**config.mk**
```make
export PLATFORM = sky130hd
export DESIGN_NAME = shutter_drive_controller_unit
export DESIGN_NICKNAME = d
export VERILOG_FILES = /design/src/sdc_pkg.sv /design/src/sdc_front.sv /design/src/sdc_back.sv /design/src/shutter_drive_controller_unit.sv
export SDC_FILE = /design/constraint.sdc
export NUM_CORES = 1
export LEC_CHECK = 0
export BUFFER_PORTS_ARGS = -buffer_cell sky130_fd_sc_hd__clkbuf_2
export CAP_MARGIN = 20
export CORE_MARGIN = 2
export CORE_UTILIZATION = 30
export DETAILED_ROUTE_END_ITERATION = 10
export GPL_ROUTABILITY_DRIVEN = 0
export GPL_TIMING_DRIVEN = 0
export REMOVE_ABC_BUFFERS = 1
export SLEW_MARGIN = 25
export SYNTH_ARGS = -nofsm -noshare
export SYNTH_HDL_FRONTEND = slang
export SYNTH_SLANG_ARGS = --single-unit
```
**constraint.sdc**
```tcl
create_clock -name clk -period 11.45 [get_ports clk]
set_clock_uncertainty 0.1 [all_clocks]
set_input_delay 2.29 -clock clk [delete_from_list [all_inputs] [get_ports clk]]
set_output_delay 2.29 -clock clk [all_outputs]
set_load 0.01 [all_outputs]
```
**src/sdc_pkg.sv**
```systemverilog
`timescale 1ns / 1ps
// ----------------------------------------------------------------------------
// sdc_pkg - shared types and constants of the shutter drive controller
// Codes, payload structs and the queue entry between front and back.
// ----------------------------------------------------------------------------
package sdc_pkg;

  localparam logic [6:0] FULL_DUTY = 7'd100;

  typedef enum logic [1:0] {
    KIND_TICK   = 2'd0,
    KIND_OPEN   = 2'd1,
    KIND_CLOSE  = 2'd2,
    KIND_EXPOSE = 2'd3
  } kind_t;

  typedef enum logic [2:0] {
    ST_ERROR    = 3'd0,
    ST_OPENED   = 3'd1,
    ST_CLOSED   = 3'd2,
    ST_MOVING   = 3'd3,
    ST_EXPOSING = 3'd4
  } st_code_t;

  typedef enum logic [1:0] {
    REG_MIN_VOLT  = 2'd0,
    REG_CHECK_HALL = 2'd1,
    REG_HOLD_DUTY = 2'd2,
    REG_MOVE_TIME = 2'd3
  } reg_idx_t;

  typedef struct packed {
    logic [1:0]  kind;
    logic [15:0] supply_voltage;
    logic        hall_open;
    logic        camera_active;
    logic [31:0] exposure_ms;
  } in_item_t;

  typedef struct packed {
    logic        accepted;
    logic [2:0]  shutter_status;
    logic [6:0]  drive_duty;
    logic        report_valid;
    logic        sensor_open;
    logic [31:0] exposure_set_ms;
    logic        open_extra_valid;
    logic [31:0] open_extra_ms;
    logic        cannot_close;
    logic        closed_unexpectedly;
  } out_item_t;

  // classified command handed from the front to the back
  typedef struct packed {
    logic        is_tick;
    logic [2:0]  want;
    logic        low_volt;
    logic        hall;
    logic        cam;
    logic [31:0] exposure_ms;
  } cmd_t;

endpackage

```
**src/sdc_front.sv**
```systemverilog
`timescale 1ns / 1ps
// ----------------------------------------------------------------------------
// sdc_front - input classification and command queue
// Decodes each item, compares the supply level, and queues it (depth 2).
// ----------------------------------------------------------------------------
module sdc_front (
  input  logic              clk,
  input  logic              rst,
  input  logic              push,
  output logic              full,
  input  sdc_pkg::in_item_t in_item,
  input  logic [15:0]       min_work_voltage,
  output logic              cmd_valid,
  input  logic              cmd_take,
  output sdc_pkg::cmd_t     cmd
);

  sdc_pkg::cmd_t q [2];
  logic          rd_ptr;
  logic          wr_ptr;
  logic [1:0]    count;
  sdc_pkg::cmd_t cls;
  logic          do_push;
  logic          do_pop;

  always_comb begin
    cls.is_tick     = (in_item.kind == sdc_pkg::KIND_TICK);
    case (in_item.kind)
      sdc_pkg::KIND_OPEN:   cls.want = sdc_pkg::ST_OPENED;
      sdc_pkg::KIND_CLOSE:  cls.want = sdc_pkg::ST_CLOSED;
      sdc_pkg::KIND_EXPOSE: cls.want = sdc_pkg::ST_EXPOSING;
      default:              cls.want = sdc_pkg::ST_ERROR;
    endcase
    cls.low_volt    = (in_item.supply_voltage < min_work_voltage);
    cls.hall        = in_item.hall_open;
    cls.cam         = in_item.camera_active;
    cls.exposure_ms = in_item.exposure_ms;
  end

  assign full      = (count == 2'd2);
  assign cmd_valid = (count != 2'd0);
  assign cmd       = q[rd_ptr];
  assign do_push   = push && !full;
  assign do_pop    = cmd_valid && cmd_take;

  always_ff @(posedge clk) begin
    if (do_push) begin
      q[wr_ptr] <= cls;
    end
  end

  always_ff @(posedge clk) begin
    if (rst) begin
      rd_ptr <= 1'b0;
      wr_ptr <= 1'b0;
      count  <= 2'd0;
    end else begin
      if (do_push) wr_ptr <= ~wr_ptr;
      if (do_pop) rd_ptr <= ~rd_ptr;
      count <= count + {1'b0, do_push} - {1'b0, do_pop};
    end
  end

  a_count_range: assert property (@(posedge clk) disable iff (rst) count <= 2'd2)
    else $error("command queue count out of range");
  a_no_pop_empty: assert property (@(posedge clk) disable iff (rst)
    count == 2'd0 |-> !do_pop)
    else $error("pop from empty command queue");
  a_push_grows: assert property (@(posedge clk) disable iff (rst)
    do_push && !do_pop |=> count == $past(count) + 2'd1)
    else $error("queue count did not grow on push");

endmodule

```
**src/sdc_back.sv**
```systemverilog
`timescale 1ns / 1ps
// ----------------------------------------------------------------------------
// sdc_back - shutter state machine and result register
// Runs one command per cycle while the output queue has room, and holds results in a two-entry output queue.
// ----------------------------------------------------------------------------
module sdc_back (
  input  logic               clk,
  input  logic               rst,
  input  logic               cmd_valid,
  output logic               cmd_take,
  input  sdc_pkg::cmd_t      cmd,
  input  logic               check_hall,
  input  logic [6:0]         holding_duty,
  input  logic [15:0]        move_time_ms,
  output logic               empty,
  input  logic               pop,
  output sdc_pkg::out_item_t out_item
);

  logic [2:0]  current_state, current_state_next;
  logic [2:0]  target_state, target_state_next;
  logic [31:0] now_ms, now_ms_next;
  logic [31:0] phase_start_ms, phase_start_ms_next;
  logic [31:0] opened_at_ms, opened_at_ms_next;
  logic [31:0] exposure_length, exposure_length_next;
  logic        last_camera_level, last_camera_level_next;
  logic [6:0]  duty_now, duty_now_next;

  sdc_pkg::out_item_t oq [2];
  logic               rd_ptr, wr_ptr;
  logic [1:0]         count;
  sdc_pkg::out_item_t res;

  logic [6:0]  hold;
  logic [31:0] since, phase_el;
  logic [32:0] exp_lim;
  logic        go_ok, go2_ok, rep, stop;
  logic [2:0]  go_want;
  logic [2:0]  rep_state;

  assign hold     = (holding_duty > sdc_pkg::FULL_DUTY) ? sdc_pkg::FULL_DUTY : holding_duty;
  assign cmd_take = cmd_valid && (count != 2'd2);
  assign empty    = (count == 2'd0);
  assign out_item = oq[rd_ptr];

  always_comb begin
    current_state_next     = current_state;
    target_state_next      = target_state;
    now_ms_next            = cmd.is_tick ? now_ms + 32'd1 : now_ms;
    phase_start_ms_next    = phase_start_ms;
    opened_at_ms_next      = opened_at_ms;
    exposure_length_next   = exposure_length;
    last_camera_level_next = last_camera_level;
    duty_now_next          = duty_now;
    res                    = '0;
    res.accepted           = 1'b1;
    rep                    = 1'b0;
    stop                   = 1'b0;
    go_ok                  = 1'b0;
    go2_ok                 = 1'b0;
    go_want                = cmd.want;
    rep_state              = current_state;
    phase_el               = now_ms_next - phase_start_ms;
    exp_lim                = {1'b0, exposure_length} + {17'd0, move_time_ms};

    if (!cmd.is_tick) begin
      // command: one move request
      if (go_want == current_state && go_want == sdc_pkg::ST_CLOSED
          && (!check_hall || !cmd.hall)) begin
        go_ok = 1'b1;
      end else if (go_want == current_state && go_want == sdc_pkg::ST_OPENED
          && (!check_hall || cmd.hall)) begin
        go_ok = 1'b1;
      end else if (go_want == current_state && go_want == sdc_pkg::ST_EXPOSING) begin
        go_ok = 1'b0;
      end else if (cmd.low_volt) begin
        go_ok = 1'b0;
      end else begin
        go_ok = 1'b1;
        duty_now_next = (go_want == sdc_pkg::ST_CLOSED) ? 7'd0 : sdc_pkg::FULL_DUTY;
        current_state_next  = sdc_pkg::ST_MOVING;
        target_state_next   = go_want;
        phase_start_ms_next = now_ms;
      end
      res.accepted = go_ok;
      if (go_ok && go_want == sdc_pkg::ST_EXPOSING) exposure_length_next = cmd.exposure_ms;
    end else if (cmd.low_volt) begin
      current_state_next = sdc_pkg::ST_ERROR;
      stop = 1'b1;
    end else begin
      case (current_state)
        sdc_pkg::ST_ERROR: begin
          stop = 1'b1;
          if (target_state == sdc_pkg::ST_CLOSED) begin
            duty_now_next = 7'd0;
            current_state_next = sdc_pkg::ST_MOVING;
            phase_start_ms_next = now_ms_next;
          end else if (target_state == sdc_pkg::ST_OPENED
                       || target_state == sdc_pkg::ST_EXPOSING) begin
            duty_now_next = sdc_pkg::FULL_DUTY;
            current_state_next = sdc_pkg::ST_MOVING;
            phase_start_ms_next = now_ms_next;
          end else begin
            current_state_next = target_state;
          end
        end
        sdc_pkg::ST_MOVING: begin
          if (check_hall && (target_state == sdc_pkg::ST_OPENED
              || target_state == sdc_pkg::ST_EXPOSING) && cmd.hall) begin
            duty_now_next = hold;
            current_state_next = target_state;
            opened_at_ms_next = now_ms_next;
            phase_start_ms_next = now_ms_next;
            rep = 1'b1;
            stop = 1'b1;
          end else if (check_hall && target_state == sdc_pkg::ST_CLOSED && !cmd.hall) begin
            current_state_next = target_state;
            rep = 1'b1;
            stop = 1'b1;
          end else if (check_hall && target_state != sdc_pkg::ST_OPENED
              && target_state != sdc_pkg::ST_EXPOSING && target_state != sdc_pkg::ST_CLOSED)
          begin
            target_state_next = sdc_pkg::ST_CLOSED;
            current_state_next = sdc_pkg::ST_ERROR;
            rep = 1'b1;
            stop = 1'b1;
          end else if (phase_el >= {16'd0, move_time_ms}) begin
            rep = 1'b1;
            if (check_hall && target_state != sdc_pkg::ST_CLOSED) begin
              target_state_next = sdc_pkg::ST_CLOSED;
              current_state_next = sdc_pkg::ST_ERROR;
              stop = 1'b1;
            end else begin
              if (target_state == sdc_pkg::ST_OPENED
                  || target_state == sdc_pkg::ST_EXPOSING) begin
                duty_now_next = hold;
                opened_at_ms_next = now_ms_next;
              end
              current_state_next = target_state;
              phase_start_ms_next = now_ms_next;
            end
          end
        end
        sdc_pkg::ST_EXPOSING: begin
          if (phase_el >= exposure_length) begin
            if (!cmd.low_volt) begin
              duty_now_next = 7'd0;
              current_state_next = sdc_pkg::ST_MOVING;
              target_state_next = sdc_pkg::ST_CLOSED;
              phase_start_ms_next = now_ms_next;
            end else if ({1'b0, phase_el} >= exp_lim) begin
              res.cannot_close = 1'b1;
              target_state_next = sdc_pkg::ST_CLOSED;
              current_state_next = sdc_pkg::ST_ERROR;
            end
          end
        end
        default: begin
          if (check_hall) begin
            if (cmd.hall) begin
              if (current_state == sdc_pkg::ST_CLOSED) current_state_next = sdc_pkg::ST_ERROR;
            end else if (current_state == sdc_pkg::ST_OPENED) begin
              res.closed_unexpectedly = 1'b1;
              target_state_next = sdc_pkg::ST_CLOSED;
              current_state_next = sdc_pkg::ST_ERROR;
            end
          end
        end
      endcase

      // the report shows the state before any camera edge move
      rep_state = current_state_next;

      // camera enable edge follows from the updated state
      if (!stop && current_state_next != sdc_pkg::ST_ERROR
          && last_camera_level != cmd.cam) begin
        go_want = cmd.cam ? sdc_pkg::ST_OPENED : sdc_pkg::ST_CLOSED;
        if (go_want == current_state_next && (!check_hall || (cmd.hall == cmd.cam))) begin
          go2_ok = 1'b1;
        end else begin
          // supply already checked good on this tick
          go2_ok = 1'b1;
          duty_now_next = cmd.cam ? sdc_pkg::FULL_DUTY : 7'd0;
          current_state_next = sdc_pkg::ST_MOVING;
          target_state_next = go_want;
          phase_start_ms_next = now_ms_next;
        end
        last_camera_level_next = go2_ok ? cmd.cam : ~cmd.cam;
      end
    end

    since = now_ms_next - opened_at_ms_next;
    if (rep) begin
      res.report_valid = 1'b1;
      res.sensor_open  = check_hall & cmd.hall;
      res.exposure_set_ms = (rep_state == sdc_pkg::ST_EXPOSING)
                            ? exposure_length : 32'd0;
      if (since > {16'd0, move_time_ms}) begin
        res.open_extra_valid = 1'b1;
        res.open_extra_ms = since - {16'd0, move_time_ms};
      end
    end
    res.shutter_status = current_state_next;
    res.drive_duty     = duty_now_next;
  end

  always_ff @(posedge clk) begin
    if (cmd_take) oq[wr_ptr] <= res;
  end

  always_ff @(posedge clk) begin
    if (rst) begin
      current_state     <= sdc_pkg::ST_CLOSED;
      target_state      <= sdc_pkg::ST_CLOSED;
      now_ms            <= '0;
      phase_start_ms    <= '0;
      opened_at_ms      <= '0;
      exposure_length   <= '0;
      last_camera_level <= 1'b0;
      duty_now          <= '0;
      rd_ptr            <= 1'b0;
      wr_ptr            <= 1'b0;
      count             <= 2'd0;
    end else begin
      if (cmd_take) begin
        current_state     <= current_state_next;
        target_state      <= target_state_next;
        now_ms            <= now_ms_next;
        phase_start_ms    <= phase_start_ms_next;
        opened_at_ms      <= opened_at_ms_next;
        exposure_length   <= exposure_length_next;
        last_camera_level <= last_camera_level_next;
        duty_now          <= duty_now_next;
        wr_ptr            <= ~wr_ptr;
      end
      if (pop && !empty) rd_ptr <= ~rd_ptr;
      count <= count + {1'b0, cmd_take} - {1'b0, pop && !empty};
    end
  end

  a_duty_range: assert property (@(posedge clk) disable iff (rst) duty_now <= sdc_pkg::FULL_DUTY)
    else $error("coil duty above full");
  a_moving_target: assert property (@(posedge clk) disable iff (rst)
    current_state == sdc_pkg::ST_MOVING && cmd_take && cmd.is_tick && !cmd.low_volt
    && check_hall && target_state == sdc_pkg::ST_CLOSED && !cmd.hall
    |=> current_state == sdc_pkg::ST_CLOSED)
    else $error("closing move not confirmed by hall");
  a_time_tick: assert property (@(posedge clk) disable iff (rst)
    cmd_take && !cmd.is_tick |=> $stable(now_ms))
    else $error("time advanced on a command");

endmodule

```
**src/shutter_drive_controller_unit.sv**
```systemverilog
`timescale 1ns / 1ps
// ----------------------------------------------------------------------------
// shutter_drive_controller_unit - camera shutter coil driver
// Tick and command transactions in, one status transaction out per item.
//
//  channel   signals                         direction
//  input     push, full, in_item             in
//  result    empty, pop, out_item            out
//  config    cfg_we, cfg_index, cfg_data     in
//
// One item per cycle while results are popped; an item passes through the
// command queue, then the state update into the result queue.
// Synchronous reset restores register defaults and closed state.
// A stalled result queue backs up the command queue, then raises full.
// ----------------------------------------------------------------------------
module shutter_drive_controller_unit (
  input  logic               clk,
  input  logic               rst,
  input  logic               push,
  output logic               full,
  input  sdc_pkg::in_item_t  in_item,
  output logic               empty,
  input  logic               pop,
  output sdc_pkg::out_item_t out_item,
  input  logic               cfg_we,
  input  logic [1:0]         cfg_index,
  input  logic [15:0]        cfg_data
);

  logic [15:0]   min_work_voltage;
  logic          check_hall;
  logic [6:0]    holding_duty;
  logic [15:0]   move_time_ms;
  logic          cmd_valid, cmd_take;
  sdc_pkg::cmd_t cmd;

  always_ff @(posedge clk) begin
    if (rst) begin
      min_work_voltage <= 16'd1000;
      check_hall       <= 1'b1;
      holding_duty     <= 7'd25;
      move_time_ms     <= 16'd20;
    end else if (cfg_we) begin
      case (cfg_index)
        sdc_pkg::REG_MIN_VOLT:   min_work_voltage <= cfg_data;
        sdc_pkg::REG_CHECK_HALL: check_hall       <= cfg_data[0];
        sdc_pkg::REG_HOLD_DUTY:  holding_duty     <= cfg_data[6:0];
        sdc_pkg::REG_MOVE_TIME:  move_time_ms     <= cfg_data;
        default: ;
      endcase
    end
  end

  sdc_front u_front (
    .clk, .rst, .push, .full, .in_item, .min_work_voltage,
    .cmd_valid, .cmd_take, .cmd
  );

  sdc_back u_back (
    .clk, .rst, .cmd_valid, .cmd_take, .cmd, .check_hall, .holding_duty,
    .move_time_ms, .empty, .pop, .out_item
  );

endmodule

```
## After elaboration in Yosys (flattened, before gate mapping)

Memory sizes are Yosys's and may differ from the RTL's. A register that Yosys moved wholly into a read port is not among the register bits.
Cells that the tools add are included.

| storage, ports and cells | value |
|---|---|
| register bits | 190 |
| bits in writable memories | 238 |
| output and inout port bits | 82 |
| memories kept | 2 |

| cells by class | value |
|---|---|
| add/subtract/negate cells | 8 |
| order comparisons | 5 |
| eq/ne operators | 31 |
| muxes and demuxes | 135 |
| bitwise gates (word level) | 8 |
| reductions and logical operators | 44 |

Memories:

| name | words | width | read ports | clocked after Yosys merged registers in | write ports | RTL line | text |
|---|---|---|---|---|---|---|---|
| u_back.oq | 2 | 80 | 1 | 1 | 1 | sdc_back.sv:29 | `sdc_pkg::out_item_t oq [2];` |
| u_front.q | 2 | 39 | 1 | 1 | 1 | sdc_front.sv:18 | `sdc_pkg::cmd_t q [2];` |

Operators by type and width:

| operator | number |
|---|---|
| 2-to-1 mux 32 bit | 27 |
| 2-to-1 mux 7 bit | 20 |
| 2-to-1 mux 3 bit | 41 |
| case mux 32 bit (3 select lines) | 1 |
| 2-to-1 mux 67 bit | 1 |
| subtractor 32 bit | 2 |
| 2-to-1 mux 1 bit | 37 |
| 2-to-1 mux 33 bit | 1 |
| adder 32 x 1 -> 32 bit (second input constant) | 1 |
| greater-or-equal comparator 32 x 16 -> 1 bit | 1 |
| greater-or-equal comparator 32 bit | 1 |
| greater-than comparator 32 x 16 -> 1 bit | 1 |
| subtractor 32 x 16 -> 32 bit | 1 |
| case mux 3 bit (3 select lines) | 3 |
| logical AND 1 bit | 21 |
| case mux 7 bit (3 select lines) | 1 |
| less-than comparator 16 bit | 1 |
| equality test 3 x 2 -> 1 bit (second input constant) | 4 |
| equality test 3 bit (second input constant) | 4 |
| equality test 2 bit (second input constant) | 5 |
| equality test 3 x 1 -> 1 bit (second input constant) | 3 |
| AND reduction 2 bit | 4 |
| greater-than comparator 7 bit (second input constant) | 1 |
| NOT 1 bit | 7 |
| 25 further kinds | 42 |

## Depth between registers and ports, before layout

Gate-level depths: netlist (run 1).

| depth | value |
|---|---|
| word-level depth | 18 |
| gate-level depth with buffers | 55 |
| depth with buffers taken out | 50 |

## By module

From an unflattened synthesis (run 1), not the netlist that was laid out.

| unflattened totals | value |
|---|---|
| cells, all modules | 2755 |
| area, all modules | 25966.2 um^2 |

Modules (own cells, without submodules):

| module | times used | cells each | area each (um^2) | seq. area each (um^2) |
|---|---|---|---|---|
| sdc_back | 1 | 2391 | 20828.7 | 7687.4 |
| sdc_front | 1 | 201 | 3473.3 | 2442.3 |
| shutter_drive_controller_unit | 1 | 163 | 1664.1 | 800.8 |

## Worst setup path before layout (run 1)

OpenSTA, ideal clock, no wires.

| path | value |
|---|---|
| path kind | register to register |
| from | reg with a tool-made name |
| to | mem u_back.oq[0][29] (netlist name), data pin |
| library setup time | 264 ps |
| arrival | 10160 ps |
| required time | 11086 ps |
| setup slack | 926 ps |
| cell stages (with the launch flop) | 54 |
| clock period less this slack | 10524 ps |
| cells stage by stage | dfxtp_1 > buf_2 > nand2b_1 > nand2_1 > clkbuf_1 > nand4_1 > nor2_1 > nand3_1 > xnor2_1 > ha_1 > buf_2 > a21oi_1 > o21ba_2 > nor3b_1 > xnor2_1 > ha_1 > a21oi_1 > nor2b_1 > [... 18 more ...] > a21oi_1 > nor2b_1 > nor2_1 > nor2_1 > a21oi_1 > o21ai_0 > a21o_1 > a21o_1 > xor2_1 > ha_1 > o21a_1 > a21o_1 > a21o_1 > a31oi_1 > nand3_1 > nor3_1 > xnor2_1 > nor2b_1 |

RTL lines:

| element | RTL line |
|---|---|
| to (decl) | sdc_back.sv:29 |

==> flow_metrics.py, run 1 <==
metrics = {
    "status": {
        "status": "finished clean",
    },
    "global_routing": {
        "grt_overflow": 0,
        "grt_usage_pct": 16.58,
        "grt_pass1_vias": 19310,
        "grt_pass1_wl_mm": 112.0,
        "antenna_found_initial": 0,
        "grt_max_degree": 96,
    },
    "critical_path": {
        "worstSetupPathType": "flip-flop to flip-flop",
        "cp_slowest_stage_delay_ns": 0.55,
        "slowest_stage": "or4b_1",
        "critPathLaunchType": "flip-flop",
        "end_kind": "flip-flop",
        "cp_top_family": "compound AO/OA/AOI/OAI gates",
        "required_ns": 11.69,
        "cpMostUsedCell": "o21ai_0",
        "path_max_fanout": 30,
        "arrival_ns": 11.26,
        "crit_buf_inv": 4,
    },
    "sta": {
        "setup_ws_ns": 0.4268,
        "hold_ws_ns": 0.3549,
        "fin_crit_ns": 11.02,
        "slew_headroom_pct": 23.53,
        "tightest_slew_ns": 1.140,
        "max_freq_mhz": 90.72,
        "maxSlewViolCount": 0,
        "final.period_utilization_pct": 96.27,
        "setup_viol": 0,
        "hold_viol": 0,
    },
    "logic_synthesis": {
        "synth_edf_count": 236,
        "ys_seq_area_share_pct": 43.06,
        "syn_inst": 2696,
        "synth-main-ff-cell": "edfxtp_1",
        "avgSynthCellArea_sq_um": 9.416,
        "syn_area_sq_um": 25380,
        "ys_types": 102,
        "ys_ff_latch": 428,
        "synth_warnings": 0,
        "synth_top_area_cell": "edfxtp_1",
        "ys_async_sr_fraction_pct": 0,
        "synth_top_area_share_pct": 27.92,
        "yosys-top-cells-area": "edfxtp_1 28%, dfxtp_1 15%, ha_1 7.3%",
    },
    "detailed_routing": {
        "drtPass1Iterations": 6,
        "ant_nets": 0,
        "vias": 20660,
        "totalWireLength_mm": 73.80,
        "vias_per_cell": 5.170,
        "wl_per_cell_um": 18.47,
        "drc": 0,
        "initialDrtViolationCount": 1680,
    },
    "finish": {
        "final-instance-count-excl-fill": 3996,
        "final_cell_mix": "300 x nor2_1, 238 x nand2_1, 236 x edfxtp_1",
        "finalInstanceArea_sq_um": 29830,
        "antenna_cells": 0,
        "area_growth_pct": 17.53,
        "drive_gt1_share_pct": 17.44,
        "fin_nets": 3051,
        "final_common_cell": "nor2_1",
    },
    "clocking": {
        "cts.path.max_buffers": 3,
        "cts.sinks": 428,
        "cts_buffers": 46,
        "hold_buffers": 0,
        "clk_pin_slew_worst_paths_ns": 0.06,
        "cts_tree": "done",
        "clk_latency_ns": 0.59,
        "h-tree-depth": 2,
        "cts-root-buf": "clkbuf_16",
    },
    "placed_design": {
        "placed_area_sq_um": 27730,
        "io_buffers": 155,
        "dp_slack_ns": -2.282,
        "dp_cells": 3878,
        "dp_hpwl_mm": 54.96,
    },
    "floorplan": {
        "initial_utilization_pct": 30.33,
        "die_h_um": 294.9,
        "io_pins": 157,
        "die-width_um": 294.9,
        "dieArea_sq_um": 86960,
        "coreArea_sq_um": 83690,
        "rows": 106,
    },
    "power_and_ir_drop": {
        "powerDensity_nw_per_um2": 282.8,
        "leakage_nw": 11.83,
        "p_total_mw": 8.437,
        "ir_drop_v": 0.0001296,
    },
    "worst_hold_path": {
        "worstHoldPathType": "flip-flop to flip-flop",
    },
    "job": {
        "cap_violations": 0,
    },
}
## through the flow
stage	util (%)	setup TNS, ns
after floorplan	-	-88.85
after global placement	32.22	-1681.01
after detailed placement	33.13	-139.49
after CTS	35.28	0
after global routing	35.65	-0.2580
final	35.65	0
## state kept, by name (all words and copies together), names as in the netlist, 2 cells and up, named ones only
| name | flops |
|---|---|
| u_front.q | 78 |
| min_work_voltage | 16 |
| u_back.target_state | 3 |
| u_back.duty_now | 7 |
| u_back.count | 2 |
| holding_duty | 7 |
| u_back.current_state | 3 |
| move_time_ms | 16 |
| u_front.count | 2 |
| u_back.now_ms | 32 |
| u_back.phase_start_ms | 32 |
| u_back.exposure_length | 32 |
| u_back.opened_at_ms | 32 |
| u_back.oq | 158 |
## worst register-to-register path: cells and delay by family (launching register included)
family                     cells  cell delay (ns)
and+or+nand+nor               13             2.71
AOI/OAI and AO/OA             19             4.51
DFF                            1             0.38
xor gates and xnor gates       3             0.71
muxes                          1             0.33
buffers and inverters          4             0.71
adders and majority gates      4             1.35
## kinds of logic after synthesis
group,count (synthesis),share of synthesized area [%]
and+or+nand+nor,885,16.50
AOI/OAI and AO/OA,646,16.93
DFF,428,43.06
buffers and inverters,290,4.540
muxes,154,6.487
adders and majority gates,152,7.581
xor gates and xnor gates,140,4.890
other,1,0.01477
## metal layers
metal	track usage (%)	vias to the layer above	wire length, um
li1	-	10000	-
met1	22.49	9897	32870
met2	26.93	660	33980
met3	3.122	100	5357
met4	4.430	0	1597
met5	0	-	0
## timing repair
action / CTS / global route
buffers inserted: 12 / 19
setup endpoints to repair: 66 / 66
pin swaps: 7 / 7
gates resized for setup: 32 / 40
gates cloned: 1 / 0
## layout make-up
class | instances | area (sq um)
Fill cell | 8507 | 53850
Multi-Input combinational cell | 1979 | 13750
Sequential cell | 428 | 10940
Timing Repair Buffer | 226 | 1700
Tap cell | 1134 | 1419
Clock buffer | 61 | 1279
Inverter | 143 | 536.8
Clock inverter | 25 | 205.2
## worst paths after layout
check                        from              endpoint  slack (ns)  cells after the start
max                     flip-flop       u_back.oq[0][4]        0.43                     44
min          min_work_voltage[13]  min_work_voltage[13]        0.35                      2
max reg2reg             flip-flop       u_back.oq[0][4]        0.43                     44
min reg2reg  min_work_voltage[13]  min_work_voltage[13]        0.35                      2
## synth_stat cells (all sizes together) (6+ instances only)
cell type and instances:
o211ai 19, or2 17, xor2 64, ha 149, nor2 311, dfxtp 192
nand2 239, a21o 64, and3 21, o21a 22, mux2 81, a221o 7
and2 43, nor2b 30, nand2b 22, or3 13, clkbuf 109, a211oi 59
nand3 47, o21bai 7, edfxtp 236, nor4 13, mux2i 73, o311ai 6
o21ai 111, a31oi 22, nor3 53, o22ai 8, buf 38, inv 143
xnor2 76, a211o 21, nand4 43, nand3b 6, a221oi 21, a21oi 212
nor3b 9, a2111oi 9
## power by group
group	total [mW]	switching [mW]	internal [mW]
Combinational	4.80	2.90	1.91
Clock	1.48	0.643	0.836
Sequential	2.15	0.146	2.01
Total	8.44	3.68	4.75
No activity file was read; power rests on OpenSTA's default activity.
==> run 2, diff against run 1 <==
--- a/config.mk
+++ b/config.mk
@@ -5,13 +5,13 @@
 export SDC_FILE = /design/constraint.sdc
 export NUM_CORES = 1
 export LEC_CHECK = 0
+export ABC_AREA = 1
 export BUFFER_PORTS_ARGS = -buffer_cell sky130_fd_sc_hd__clkbuf_2
 export CAP_MARGIN = 20
 export CORE_MARGIN = 2
 export CORE_UTILIZATION = 30
 export DETAILED_ROUTE_END_ITERATION = 10
 export GPL_ROUTABILITY_DRIVEN = 0
-export GPL_TIMING_DRIVEN = 0
 export REMOVE_ABC_BUFFERS = 1
 export SLEW_MARGIN = 25
 export SYNTH_ARGS = -nofsm -noshare
==> flow_metrics.py, run 2 <==
metrics = {
    "job": {
        "cap_violations": 0,
    },
    "finish": {
        "top_regs": "u_back.oq x158, u_front.q x78",
        "fillCellCount": 9138,
        "seq_area_sq_um": 10930,
        "largest_register_ffs": 158,
        "final_cell_mix": "704 x nand2_1, 455 x inv_1, 315 x a21oi_1",
        "largest_register": "u_back.oq",
        "multi_input_area_sq_um": 13590,
        "fin_nets": 3736,
        "final_common_cell": "nand2_1",
        "area_growth_pct": 13.85,
        "drive_gt1_share_pct": 13.31,
        "final_util_pct": 34.44,
    },
    "critical_path": {
        "worstSetupPathType": "flip-flop to flip-flop",
        "required_ns": 11.65,
        "cpMostUsedCell": "nand2_1",
        "critPathLaunchType": "flip-flop",
        "cp_slowest_stage_delay_ns": 0.80,
        "cp_top_family": "simple AND/OR/NAND/NOR gates",
        "arrival_ns": 10.48,
        "crit_buf_inv": 7,
        "r2r-end": "u_back.oq[1][27]",
        "end_kind": "flip-flop",
        "path_max_fanout": 52,
        "reg2reg_setup_slack_ns": 1.17,
        "slowest_stage": "o21ai_4",
        "worstRegToRegCells": 54,
    },
    "worst_hold_path": {
        "min_from": "u_back.rd_ptr",
        "whs_path_depth": 1,
        "worstHoldPathType": "flip-flop to flip-flop",
    },
    "detailed_routing": {
        "drtPass1Iterations": 6,
        "drc": 0,
        "wl_per_cell_um": 17.67,
        "vias_per_cell": 5.019,
        "initialDrtViolationCount": 2419,
        "ant_nets": 0,
        "vias": 23650,
        "totalWireLength_mm": 83.24,
    },
    "logic_synthesis": {
        "yosys.cell_count.top_type": "nand2_1",
        "ys_seq_area_share_pct": 40.95,
        "synth_warnings": 0,
        "avgSynthCellArea_sq_um": 7.887,
        "yosys-top-cells-area": "edfxtp_1 27%, dfxtp_1 14%, nand2_1 9.9%",
        "syn_inst": 3384,
        "synth-main-ff-cell": "edfxtp_1",
        "synth_top_area_cell": "edfxtp_1",
        "ys_async_sr_fraction_pct": 0,
        "ys_ff_latch": 428,
        "syn_area_sq_um": 26690,
        "synth_top_cells_by_count": "705 x nand2_1, 455 x inv_1, 315 x a21oi_1",
        "ys_types": 59,
        "synth_edf_count": 236,
        "synth_top_area_share_pct": 26.55,
    },
    "sta": {
        "maxSlewViolCount": 0,
        "grt_setup_unrepaired": "false",
        "tightest_slew_ns": 1.012,
        "slew_headroom_pct": 32.24,
        "final.period_utilization_pct": 89.80,
        "fin_setup_tns_ns": 0,
        "max_freq_mhz": 97.25,
        "setup_viol": 0,
        "setup_ws_ns": 1.168,
        "hold_viol": 0,
        "fin_crit_ns": 10.28,
    },
    "floorplan": {
        "dieArea_sq_um": 91370,
        "coreArea_sq_um": 88240,
        "initial_utilization_pct": 30.25,
        "io_pins": 157,
        "die_h_um": 302.3,
        "rows": 109,
        "die-width_um": 302.3,
    },
    "clocking": {
        "cts.sinks": 428,
        "clk_pin_slew_worst_paths_ns": 0.06,
        "cts_tree": "done",
        "h-tree-depth": 2,
        "clk_latency_ns": 0.63,
        "post-cts-setup-buffer-count": 0,
        "cts-root-buf": "clkbuf_16",
        "cts_resized": 0,
        "cts_buffers": 46,
        "cts.path.max_buffers": 3,
        "hold_buffers": 0,
    },
    "global_routing": {
        "grt_max_degree": 104,
        "grt_pass1_wl_mm": 126.7,
        "met3_usage_pct": 2.679,
        "use_met1_pct": 22.59,
        "grt_pass1_vias": 21940,
        "antenna_found_initial": 0,
        "globalRouteMet2Util_pct": 29.97,
        "grt_usage_pct": 17.78,
        "grt-busiest-layer": "met2",
        "grt_overflow": 0,
    },
    "status": {
        "status": "finished clean",
    },
    "placed_design": {
        "dp_hpwl_mm": 61.53,
        "io_buffers": 155,
        "dp_slack_ns": 1.213,
    },
}
-- run 2: worst max-delay path by stage --
stage	start	end	slack (ns)	cells after the start
2_1_floorplan	flip-flop	u_back.oq[0][24]	0.74	63
3_3_place_gp	flip-flop	u_back.oq[0][25]	1.41	55
3_5_place_dp	flip-flop	u_back.oq[1][26]	1.21	54
4_1_cts	flip-flop	u_back.oq[0][26]	1.17	54
5_1_grt	flip-flop	u_back.oq[0][24]	0.23	54
6_report	flip-flop	u_back.oq[1][27]	1.17	54
-- run 2: cells by family (layout without fill, tap and decap cells) --
| family | count (synthesis) | after routing | share of synthesized area [%] |
|---|---|---|---|
| muxes | 83 | 83 | 3.483 |
| and+or+nand+nor | 1269 | 1269 | 21.03 |
| adders and majority gates | 152 | 152 | 7.210 |
| DFF | 428 | 428 | 40.95 |
| other | 1 | 3 | 0.01405 |
| AOI/OAI and AO/OA | 792 | 792 | 16.56 |
| xor gates and xnor gates | 74 | 74 | 2.428 |
| buffers and inverters | 585 | 746 | 8.321 |
-- run 2: cell type report --
cell class	count	area share, %
Antenna cell	2	0.01647
Sequential cell	428	35.98
Clock buffer	60	4.130
Multi-Input combinational cell	2371	44.73
Clock inverter	24	1.054
Timing Repair Buffer	192	3.467
Tap cell	1165	4.797
Inverter	470	5.818
-- run 2: stage by stage --
step	instances	hold slack (ns)	instance area (sq um)
2_1_floorplan	3269	0.3262	26230
4_1_cts	4710	0.3482	30380
5_1_grt	4710	0.3808	30380
3_3_place_gp	4626	0.3277	28810
6_report	4712	0.3483	30390
3_5_place_dp	4626	0.3351	28810
-- run 2: worst register-to-register path, delay by kind of cell, from the launching register on --
kind                     cells  cell delay, ns
flip-flops                   1            0.32
AO/OA/AOI/OAI               10            2.44
buffers and inverters        7            1.41
adder cells (fa/ha/maj)      4            1.39
AND/OR/NAND/NOR             30            3.38
XOR/XNOR                     3            0.96
-- run 2: per-layer routing --
metal	routed length, um	share of wire (%)
met1	34880	42
met2	39030	47
met3	5861	7.0
met4	3474	4.2
met5	0	0
Power of run 2 is left out: the tool's default activity adds up to more than one toggle a clock period on the data nets, which glitch-free logic cannot reach.
